**config.mk**
```make
export PLATFORM = sky130hd
export DESIGN_NAME = elrf_queue
export DESIGN_NICKNAME = d
export VERILOG_FILES = /design/src/elrf_pkg.sv /design/src/elrf_queue.sv
export SDC_FILE = /design/constraint.sdc
export NUM_CORES = 1
export LEC_CHECK = 0
export BUFFER_PORTS_ARGS = -buffer_cell sky130_fd_sc_hd__buf_2
export CAP_MARGIN = 10
export CORE_ASPECT_RATIO = 1.5
export CORE_MARGIN = 1
export CORE_UTILIZATION = 45
export CTS_CLUSTER_DIAMETER = 30
export DETAILED_ROUTE_END_ITERATION = 8
export PLACE_DENSITY_LB_ADDON = 0.08
export RECOVER_POWER = 50
export SYNTH_ARGS = -nofsm -noshare
export SYNTH_HDL_FRONTEND = slang
export SYNTH_SLANG_ARGS = --single-unit
```
**constraint.sdc**
```tcl
create_clock -name clk -period 11.43 [get_ports clk]
set_input_delay 1.143 -clock clk [delete_from_list [all_inputs] [get_ports clk]]
set_output_delay 1.143 -clock clk [all_outputs]
set_load 0.01 [all_outputs]
```
**src/elrf_pkg.sv**
```systemverilog
// ---------------------------------------------------------------------------
// elrf_pkg
// shared types, sizes and codes of the event log ring with repeat filter
// ---------------------------------------------------------------------------
package elrf_pkg;

    localparam int RING_DEPTH       = 64;
    localparam int CHANNELS         = 16;
    localparam int PROTECTION_KINDS = 13;

    localparam int RING_AW   = $clog2(RING_DEPTH);
    localparam int CH_W      = (CHANNELS > 1) ? $clog2(CHANNELS) : 1;
    localparam int KIND_W    = $clog2(PROTECTION_KINDS);
    localparam int TBL_DEPTH = PROTECTION_KINDS * CHANNELS;
    localparam int TBL_AW    = $clog2(TBL_DEPTH);
    localparam int QDEPTH    = 2;
    localparam int QAW       = $clog2(QDEPTH);

    localparam int PADDR_W = 4;
    localparam int PDATA_W = 32;

    localparam logic [15:0] HOLD_RESET = 16'd2000;
    localparam logic [12:0] MASK_RESET = 13'd7167;
    localparam logic [15:0] CODE_RESET = 16'd0;

    // register word indexes (byte address / 4)
    localparam logic [1:0] REG_HOLD = 2'd0;
    localparam logic [1:0] REG_MASK = 2'd1;
    localparam logic [1:0] REG_CODE = 2'd2;

    typedef enum logic [1:0] {
        ACT_ADD   = 2'd0,
        ACT_QUERY = 2'd1,
        ACT_CLEAR = 2'd2,
        ACT_NONE  = 2'd3
    } action_t;

    typedef struct packed {
        action_t             action;
        logic [31:0]         now_ms;
        logic [15:0]         main_type;
        logic [15:0]         sub_type;
        logic [31:0]         info;
        logic [31:0]         value_bits;
        logic [31:0]         after_time;
        logic [15:0]         max_count;
        logic                is_prot;
        logic                fault;
        logic [TBL_AW-1:0]   tbl_idx;
    } cmd_t;

    typedef struct packed {
        logic        fault_request;
        logic        stored;
        logic        record_valid;
        logic [31:0] rec_time;
        logic [15:0] rec_main;
        logic [15:0] rec_sub;
        logic [31:0] rec_info;
        logic [31:0] rec_value;
        logic [6:0]  returned_count;
        logic        last;
    } res_t;

    function automatic logic [RING_AW-1:0] ring_next(input logic [RING_AW-1:0] i);
        logic [RING_AW-1:0] n;
        begin
            if (i == RING_AW'(RING_DEPTH - 1))
                n = '0;
            else
                n = i + RING_AW'(1);
            return n;
        end
    endfunction

endpackage

```
**src/elrf_queue.sv**
```systemverilog
// ---------------------------------------------------------------------------
// elrf_queue
// short command queue between front and back
// ---------------------------------------------------------------------------
module elrf_queue (
    input  logic            clk,
    input  logic            rst_n,
    input  logic            push,
    input  elrf_pkg::cmd_t  wdata,
    output logic            full,
    input  logic            pop,
    output logic            not_empty,
    output elrf_pkg::cmd_t  rdata
);

    elrf_pkg::cmd_t                 slot_reg [elrf_pkg::QDEPTH];
    logic [elrf_pkg::QAW-1:0]       wr_ptr_reg;
    logic [elrf_pkg::QAW-1:0]       rd_ptr_reg;
    logic [elrf_pkg::QAW:0]         cnt_reg;

    assign full      = (cnt_reg == (elrf_pkg::QAW+1)'(elrf_pkg::QDEPTH));
    assign not_empty = (cnt_reg != '0);
    assign rdata     = slot_reg[rd_ptr_reg];

    always_ff @(posedge clk)
    begin
        if (push)
            slot_reg[wr_ptr_reg] <= wdata;
    end

    always_ff @(posedge clk or negedge rst_n)
    begin
        if (!rst_n)
        begin
            wr_ptr_reg <= '0;
            rd_ptr_reg <= '0;
            cnt_reg    <= '0;
        end
        else
        begin
            if (push)
                wr_ptr_reg <= wr_ptr_reg + elrf_pkg::QAW'(1);
            if (pop)
                rd_ptr_reg <= rd_ptr_reg + elrf_pkg::QAW'(1);
            if (push && !pop)
                cnt_reg <= cnt_reg + (elrf_pkg::QAW+1)'(1);
            else if (pop && !push)
                cnt_reg <= cnt_reg - (elrf_pkg::QAW+1)'(1);
        end
    end

endmodule

```
==> results.tsv <==
metric	value	unit
pwr-share-comb	0.273	
dp_hpwl	19.5	mm
ys_ff_latch	380	
outcome	complete, but fails checks	
final_cell_area	18000	µm²
power_frac_seq	0.415	
yosysUniqueCellTypes	14	
ys_warn_count	0	
cts_sinks	380	
cp-end-kind	output pin	
ir_drop	0.000209	V
cts_tree	yes	
pin_count	382	
cts_setup_buffers	0	
hold_buffers	0	
yosysSeqAreaShare	0.804	
crit_arrival	4360	ps
relSlewSlack	-1.66	
grt_max_degree	75	
grt_usage	0.174	
grt_overflow_total	0	
yosys-top-cells-area	edfxtp_1, mux2_4, mux2_2	
synth.top_cell.area_share	0.797	
worst_setup_path_start_kind	flip-flop	
setup_viol_count_final	0	
cp_max_fo	47	
clock_path_buffers	3	
hold_viol	0	
grt_pass1_vias	7269	
port_buffers	381	
antenna_found_initial	6	
final_core_util	0.580	
drc_errors	0	
root_buffer	clkbuf_16	
grt_first_pass_wirelength	41.1	mm
fin_cells	1469	
start_util	0.456	
postPlaceCellArea	16500	µm²
dp_worst_setup_slack	7380	ps
cts_max_level	2	
fin_crit	5500	ps
drt-pass1-iter-count	4	
largest_reg_flops	376	
vias_per_cell	4.80	
skew	14.6	ps
post_cts_resized	0	
powerDensity	262	nW/µm²
dr.first_iter.drc_count	255	
grt_setup_unrepaired	no	
yosysTopAreaCell	edfxtp_1	
final_nets	1214	
place_congestion	0.771	
rows	79	
core	31000	µm²
fin_crit_sh	0.481	
synthToLayoutAreaGrowth	27.0	%
syn_nets	794	
worst_slew_pin_slew	3980	ps
slew_viol_final	175	
p_switching	0.00132	W
max-cap-violations	4	
p_leak	6.90	nW
ant_nets	0	
die_x	147	µm
fmax	182	MHz
wl_per_cell	19.7	µm
clkPwrFrac	0.313	
avgSynthCellArea	23.6	µm²
clk_latency	540	ps
fp.dieH	219	µm
wl	28.9	mm
path_class	flip-flop to output pin	
cts_inserted_buffers	49	
finalSetupTns	0	ps
synth_area	14200	µm²
final.setup.worst_slack	5930	ps
violations	max-capacitance violations, max-slew violations	
p_int	0.00340	W
drive_gt1_frac	0.554	
p_sw_frac	0.279	
placed_cells	1375	
vias	7056	
cts.reportedPaths.clkPinSlew	50	ps
synth_cells	601	
required	10290	ps
dieArea	32200	µm²
min_path_type	primary input to asynchronous set/reset pin	
layer usage:
layer / global-route usage / wire length [µm] / part of all wire
met1: 0.180 / 10000 / 0.35
met2: 0.315 / 15600 / 0.54
met3: 0.0638 / 2370 / 0.082
met4: 0.0736 / 887 / 0.031
met5: 0 / 35 / 0.0012
kinds of logic after synthesis:
family        Yosys count  synth area share
fa+ha+maj               1          0.000883
flops                 380             0.804
buf+inv                22            0.0139
simple gates            5           0.00203
xor+xnor                5           0.00309
mux                   188             0.176
area by class of cell:
class | instances | area [µm²]
timing repair buffer | 390 | 1880
inverter | 1 | 3.75
clock buffer | 59 | 1310
clock inverter | 32 | 312
multi-input combinational | 199 | 2580
fill | 2485 | 13000
sequential | 380 | 11400
antenna | 3 | 7.51
tap | 405 | 507
synthesized netlist by cell type, drive strengths merged:
cell and number:
dfrtp 4, xor2 4, mux2 188, or2 1
ha 1, nor2 1, nor2b 2, inv 1
and2 1, buf 21, edfxtp 376, xnor2 1
power groups by stage:
| stage | registers (W) | clock network [W] | logic (W) |
|---|---|---|---|
| global placement | 0.00197 | 0 | 0.00131 |
| detailed placement | 0.00198 | 0 | 0.00131 |
| CTS | 0.00195 | 0.00151 | 0.00131 |
| global route | 0.00198 | 0.00156 | 0.00138 |
| floorplan | 0.00199 | 0 | 0.000910 |
| finish | 0.00196 | 0.00148 | 0.00129 |
final timing paths:
kind	start	endpoint	slack [ps]	cells past startpoint
min	rst_n	rd_ptr_reg$_DFFE_PN0P_	430	1
min in group clk	wr_ptr_reg$_DFFE_PN0P_	wr_ptr_reg$_DFFE_PN0P_	490	1
max in group asynchronous	rst_n	cnt_reg[0]$_DFFE_PN0P_	10800	1
min reg2reg	wr_ptr_reg$_DFFE_PN0P_	wr_ptr_reg$_DFFE_PN0P_	490	1
max reg2reg	wr_ptr_reg$_DFFE_PN0P_	slot_reg[1][53]$_DFFE_PP_	6540	2
max	rd_ptr_reg$_DFFE_PN0P_	rdata[93]	5930	4
worst max-delay path: stages (launching register included):
cell     delay, ps
dfrtp_1       1670
buf_4          860
buf_4          710
mux2_4         360
buf_2          140
placed cells by master (no fill, tap or decap), types with 2 or more instances in the layout:
cell type,n
clkinv_1,6
clkbuf_1,75
dfrtp_1,4
edfxtp_1,376
bufinv_16,4
clkinvlp_4,9
inv_6,5
mux2_4,100
clkinv_4,3
xor2_1,4
mux2_2,88
diode_2,3
clkinv_2,4
buf_4,7
nor2b_1,2
clkbuf_16,51
buf_2,315
through the flow:
| stage | total power, W | hold WS [ps] |
|---|---|---|
| floorplan | 0.00290 | 447 |
| global placement | 0.00328 | 484 |
| detailed placement | 0.00329 | 488 |
| CTS | 0.00478 | 382 |
| global route | 0.00492 | 438 |
| finish | 0.00472 | 430 |
Power figures use the tool's default switching activity.
