[src/elrf_pkg.sv]
// ---------------------------------------------------------------------------
// elrf_pkg
// shared types, sizes and codes of the event log ring with repeat filter
// ---------------------------------------------------------------------------
package elrf_pkg;

    localparam int RING_DEPTH       = 64;
    localparam int CHANNELS         = 16;
    localparam int PROTECTION_KINDS = 13;

    localparam int RING_AW   = $clog2(RING_DEPTH);
    localparam int CH_W      = (CHANNELS > 1) ? $clog2(CHANNELS) : 1;
    localparam int KIND_W    = $clog2(PROTECTION_KINDS);
    localparam int TBL_DEPTH = PROTECTION_KINDS * CHANNELS;
    localparam int TBL_AW    = $clog2(TBL_DEPTH);
    localparam int QDEPTH    = 2;
    localparam int QAW       = $clog2(QDEPTH);

    localparam int PADDR_W = 4;
    localparam int PDATA_W = 32;

    localparam logic [15:0] HOLD_RESET = 16'd2000;
    localparam logic [12:0] MASK_RESET = 13'd7167;
    localparam logic [15:0] CODE_RESET = 16'd0;

    // register word indexes (byte address / 4)
    localparam logic [1:0] REG_HOLD = 2'd0;
    localparam logic [1:0] REG_MASK = 2'd1;
    localparam logic [1:0] REG_CODE = 2'd2;

    typedef enum logic [1:0] {
        ACT_ADD   = 2'd0,
        ACT_QUERY = 2'd1,
        ACT_CLEAR = 2'd2,
        ACT_NONE  = 2'd3
    } action_t;

    typedef struct packed {
        action_t             action;
        logic [31:0]         now_ms;
        logic [15:0]         main_type;
        logic [15:0]         sub_type;
        logic [31:0]         info;
        logic [31:0]         value_bits;
        logic [31:0]         after_time;
        logic [15:0]         max_count;
        logic                is_prot;
        logic                fault;
        logic [TBL_AW-1:0]   tbl_idx;
    } cmd_t;

    typedef struct packed {
        logic        fault_request;
        logic        stored;
        logic        record_valid;
        logic [31:0] rec_time;
        logic [15:0] rec_main;
        logic [15:0] rec_sub;
        logic [31:0] rec_info;
        logic [31:0] rec_value;
        logic [6:0]  returned_count;
        logic        last;
    } res_t;

    function automatic logic [RING_AW-1:0] ring_next(input logic [RING_AW-1:0] i);
        logic [RING_AW-1:0] n;
        begin
            if (i == RING_AW'(RING_DEPTH - 1))
                n = '0;
            else
                n = i + RING_AW'(1);
            return n;
        end
    endfunction

endpackage

[src/elrf_front.sv]
// ---------------------------------------------------------------------------
// elrf_front
// accepts input items and classifies protection events
// ---------------------------------------------------------------------------
module elrf_front (
    input  logic                 in_valid,
    output logic                 in_ready,
    input  logic [1:0]           action,
    input  logic [31:0]          now_ms,
    input  logic [15:0]          main_type,
    input  logic [15:0]          sub_type,
    input  logic [31:0]          info,
    input  logic [31:0]          value_bits,
    input  logic                 running,
    input  logic [31:0]          after_time,
    input  logic [15:0]          max_count,
    input  logic [12:0]          fault_enable_mask,
    input  logic [15:0]          protection_type_code,
    input  logic                 q_full,
    output logic                 q_push,
    output elrf_pkg::cmd_t       q_wdata
);

    logic                            kind_ok;
    logic                            chan_ok;
    logic                            is_prot;
    logic [elrf_pkg::KIND_W-1:0]     kind;
    logic [12:0]                     mask_sh;

    assign in_ready = !q_full;
    assign q_push   = in_valid && !q_full;

    assign kind_ok = (sub_type < 16'(elrf_pkg::PROTECTION_KINDS));
    assign chan_ok = (info < 32'(elrf_pkg::CHANNELS));
    assign is_prot = (main_type == protection_type_code) && kind_ok && chan_ok;
    assign kind    = sub_type[elrf_pkg::KIND_W-1:0];
    assign mask_sh = fault_enable_mask >> kind;

    always_comb
    begin
        q_wdata.action     = elrf_pkg::action_t'(action);
        q_wdata.now_ms     = now_ms;
        q_wdata.main_type  = main_type;
        q_wdata.sub_type   = sub_type;
        q_wdata.info       = info;
        q_wdata.value_bits = value_bits;
        q_wdata.after_time = after_time;
        q_wdata.max_count  = max_count;
        q_wdata.is_prot    = is_prot;
        q_wdata.fault      = is_prot && mask_sh[0] && running;
        // table row per subtype, one entry per channel
        q_wdata.tbl_idx    = elrf_pkg::TBL_AW'(32'(kind) * 32'(elrf_pkg::CHANNELS)
                             + 32'(info[elrf_pkg::CH_W-1:0]));
    end

endmodule

[config.mk]
export PLATFORM = sky130hd
export DESIGN_NAME = elrf_front
export DESIGN_NICKNAME = d
export VERILOG_FILES = /design/src/elrf_pkg.sv /design/src/elrf_front.sv
export SDC_FILE = /design/constraint.sdc
export NUM_CORES = 1
export LEC_CHECK = 0
export BUFFER_PORTS_ARGS = -buffer_cell sky130_fd_sc_hd__buf_4
export CAP_MARGIN = 20
export CORE_AREA = 2 2 154 156
export DETAILED_ROUTE_END_ITERATION = 8
export DIE_AREA = 0 0 156 158
export GPL_ROUTABILITY_DRIVEN = 0
export SLEW_MARGIN = 10
export SYNTH_ARGS = -nofsm -noshare
export SYNTH_HDL_FRONTEND = slang
export SYNTH_SLANG_ARGS = --single-unit
[constraint.sdc]
create_clock -name vclk -period 1.6
set_clock_uncertainty 0.05 [all_clocks]
set_input_delay 0.08 -clock vclk [all_inputs]
set_output_delay 0.08 -clock vclk [all_outputs]
set_load 0.05 [all_outputs]
==> impl_metrics.json <==
{
  "worstHoldPathType": "in -> out",
  "report.final.setup_viol": 2,
  "setup_slack_ns": -0.3013,
  "critical_path_cell_count": 7,
  "power_density_nw_per_um2": 363.3,
  "timing.final.max_slew_violations": 0,
  "final.min_clock_period_ns": 1.901,
  "run_status": "complete, but fails checks",
  "detail-route-antenna-nets": 0,
  "critPathRequiredTime_ns": 1.47,
  "share_clk_of_total_power": 0,
  "worstHoldStart": "now_ms[0]",
  "place_worst_setup_slack_ns": -0.4117,
  "mappedNetlistArea_um2": 1832,
  "grt_max_degree": 8,
  "seq_total_area_yosys": 0,
  "via_count": 1342,
  "grt.met1_usage": 0.04141,
  "io_pins": 400,
  "port_buffers": 160,
  "p_leak_nw": 0.9724,
  "crit_family": "simple AND/OR/NAND/NOR gates",
  "finalHoldViolCount": 0,
  "synthDominantCellAreaShare": 0.7664,
  "die_w_um": 156,
  "comb_power_share": 1.000,
  "number_of_warnings_reported_in_the_yosys_synthesis_log": 0,
  "wl_um": 6378,
  "endpoint_kind": "output pin",
  "crit_slowest_cell": "sky130_fd_sc_hd__or4_4",
  "seq_power_share": 0,
  "path_class": "in -> out",
  "critical_path.max_fanout": 2,
  "vias_per_cell": 2.591,
  "drt_pre_antenna_iters": 4,
  "tightestPinTransition_ns": 0.3291,
  "critPathLaunchType": "input pin",
  "power_report.internal_total_mw": 0.3318,
  "groute.usage.overall": 0.04248,
  "num-fill-cells": 2672,
  "first_global_vias": 1297,
  "sum_of_net_half_perimeters_after_detailed_placement_um": 5723,
  "grt-busiest-layer": "met2",
  "seq_cells": 0,
  "chipHeight_um": 158,
  "synth.top_cells.by_area": "sky130_fd_sc_hd__buf_4 (77%), sky130_fd_sc_hd__xnor2_1 (7.7%), sky130_fd_sc_hd__nor4_1 (3.8%), sky130_fd_sc_hd__mux4_2 (2.5%), sky130_fd_sc_hd__mux2i_1 (2.2%)",
  "crit_end": "q_wdata[8]",
  "synth_nets": 450,
  "core_area_um2": 23050,
  "sw_frac_of_total": 0.5844,
  "worstPathBufferInverterCount": 3,
  "tns_ns": -0.5621,
  "wire_per_inst_um": 12.31,
  "number_of_diodes": 0,
  "critical_path.cell_chain": "buf_4 -> nor4_4 -> nand4_1 -> buf_6 -> or4_4 -> nor4b_4 -> buf_6",
  "cts.repair_timing.setup_buffer_count": 0,
  "crit_path_frequent_cell": "sky130_fd_sc_hd__buf_6",
  "layout-drive-gt1-share": 0.8246,
  "detail_route.iter0.violations": 31,
  "synth.cells.most_frequent": "sky130_fd_sc_hd__buf_4 (187), sky130_fd_sc_hd__xnor2_1 (16), sky130_fd_sc_hd__nor4_1 (11), sky130_fd_sc_hd__nand4_1 (6), sky130_fd_sc_hd__mux2i_1 (4)",
  "yosysTopAreaCell": "sky130_fd_sc_hd__buf_4",
  "grt_use_met3": 0.03121,
  "global_route.overflow_total": 0,
  "slew-limit-headroom": 0.7800,
  "ff_latch_area_um2": 0,
  "power.ir.vdd_worst_mv": 0.09996,
  "synthCells": 240,
  "net_count_reported_at_finish": 440,
  "grtUsageMet2": 0.06131,
  "post_synth_num_cell_types": 17,
  "period_share": 1.188,
  "layout-area-overhead-vs-synth_pct": 19.95,
  "maxCapViolations": 0,
  "initial_antenna_violation_count": 0,
  "synth.most_common_cell": "sky130_fd_sc_hd__buf_4",
  "avgSynthCellArea_um2": 7.632,
  "failing_checks": "setup timing",
  "post-route-drc-count": 0,
  "placementRows": 56,
  "power.net_switching_mw": 0.4665,
  "first_pass_grt_wire_length_um": 7721,
  "maxClockFrequency_mhz": 526.0,
  "timing.critical_path.slowest_cell_delay_ns": 0.59,
  "floorplan.die_area_um2": 24650,
  "grt_setup_unrepaired": "true",
  "floorplan.initialDensity": 0.07946,
  "critical_path_arrival_ns": 1.77,
  "worstSetupStartpoint": "info[31]",
  "nClkBuffers": 0
}
-- layout make-up --
class                           count  area, um2  area share
Multi-Input combinational cell     49      483.0      0.2198
Timing Repair Buffer              176       1340      0.6099
Inverter                            3      11.26    0.005125
Tap cell                          290      362.8      0.1651
-- metal layers --
| layer | part of all wire | routed length [um] |
|---|---|---|
| met2 | 0.44 | 2789 |
| met4 | 0.071 | 450 |
| met1 | 0.31 | 1955 |
| met5 | 0 | 0 |
| met3 | 0.19 | 1182 |
-- stage by stage --
step / instance area [um2] / instances / hold slack (ns) / power (mW) / util
floorplan: 1851 / 240 / 0.2771 / 1.340 / -
global placement: 2123 / 518 / 0.1103 / 0.7863 / 0.09211
detailed placement: 2123 / 518 / 0.1103 / 0.7905 / 0.09211
CTS: 2182 / 518 / 0.1103 / 0.8030 / 0.09466
global route: 2197 / 518 / 0.1101 / 0.8378 / 0.09531
finish: 2197 / 518 / 0.1100 / 0.7983 / 0.09531
-- worst min-delay path by stage --
stage | endpoint | slack (ns) | depth (start not counted)
CTS | q_wdata[155] | 0.11 | 0
floorplan | q_wdata[0] | 0.28 | 1
global route | q_wdata[86] | 0.11 | 0
finish | q_wdata[154] | 0.11 | 0
detailed placement | q_wdata[155] | 0.11 | 0
global placement | q_wdata[155] | 0.11 | 0
-- power by group through the flow --
stage / clock network, mW / registers (mW) / logic, mW
6_report: 0 / 0 / 0.798
5_1_grt: 0 / 0 / 0.838
4_1_cts: 0 / 0 / 0.803
3_5_place_dp: 0 / 0 / 0.790
3_3_place_gp: 0 / 0 / 0.786
2_1_floorplan: 0 / 0 / 1.34
-- layout by cell type (no fill, tap or decap) --
cell type and n:
sky130_fd_sc_hd__nor4_2 5, sky130_fd_sc_hd__nand4_1 6, sky130_fd_sc_hd__or4_4 1, sky130_fd_sc_hd__inv_1 3, sky130_fd_sc_hd__mux4_2 2, sky130_fd_sc_hd__mux2i_1 4
sky130_fd_sc_hd__buf_4 171, sky130_fd_sc_hd__buf_6 5, sky130_fd_sc_hd__xnor2_1 16, sky130_fd_sc_hd__nor2b_4 1, sky130_fd_sc_hd__a21oi_1 1, sky130_fd_sc_hd__o31ai_1 1
sky130_fd_sc_hd__nand3_1 1, sky130_fd_sc_hd__nor4_1 5, sky130_fd_sc_hd__nor2b_1 1, sky130_fd_sc_hd__nor4_4 2, sky130_fd_sc_hd__nand2_1 1, sky130_fd_sc_hd__nor4b_4 1
sky130_fd_sc_hd__o211ai_1 1
-- cells by family (layout without fill, tap and decap cells) --
| logic type | count (synthesis) | count (layout) | share of synthesized area |
|---|---|---|---|
| AO/OA/AOI/OAI | 3 | 3 | 0.01093 |
| XOR/XNOR | 16 | 16 | 0.07650 |
| buffers and inverters | 191 | 179 | 0.7753 |
| multiplexers | 6 | 6 | 0.04645 |
| AND/OR/NAND/NOR | 24 | 24 | 0.09084 |
-- timing repair --
action                                  in CTS  in global routing
pin swaps                                    1                  1
gates resized for setup                     11                  2
endpoints found under the setup margin       2                  2
hold buffers                                 0                  0
Power figures use the tool's default switching activity.
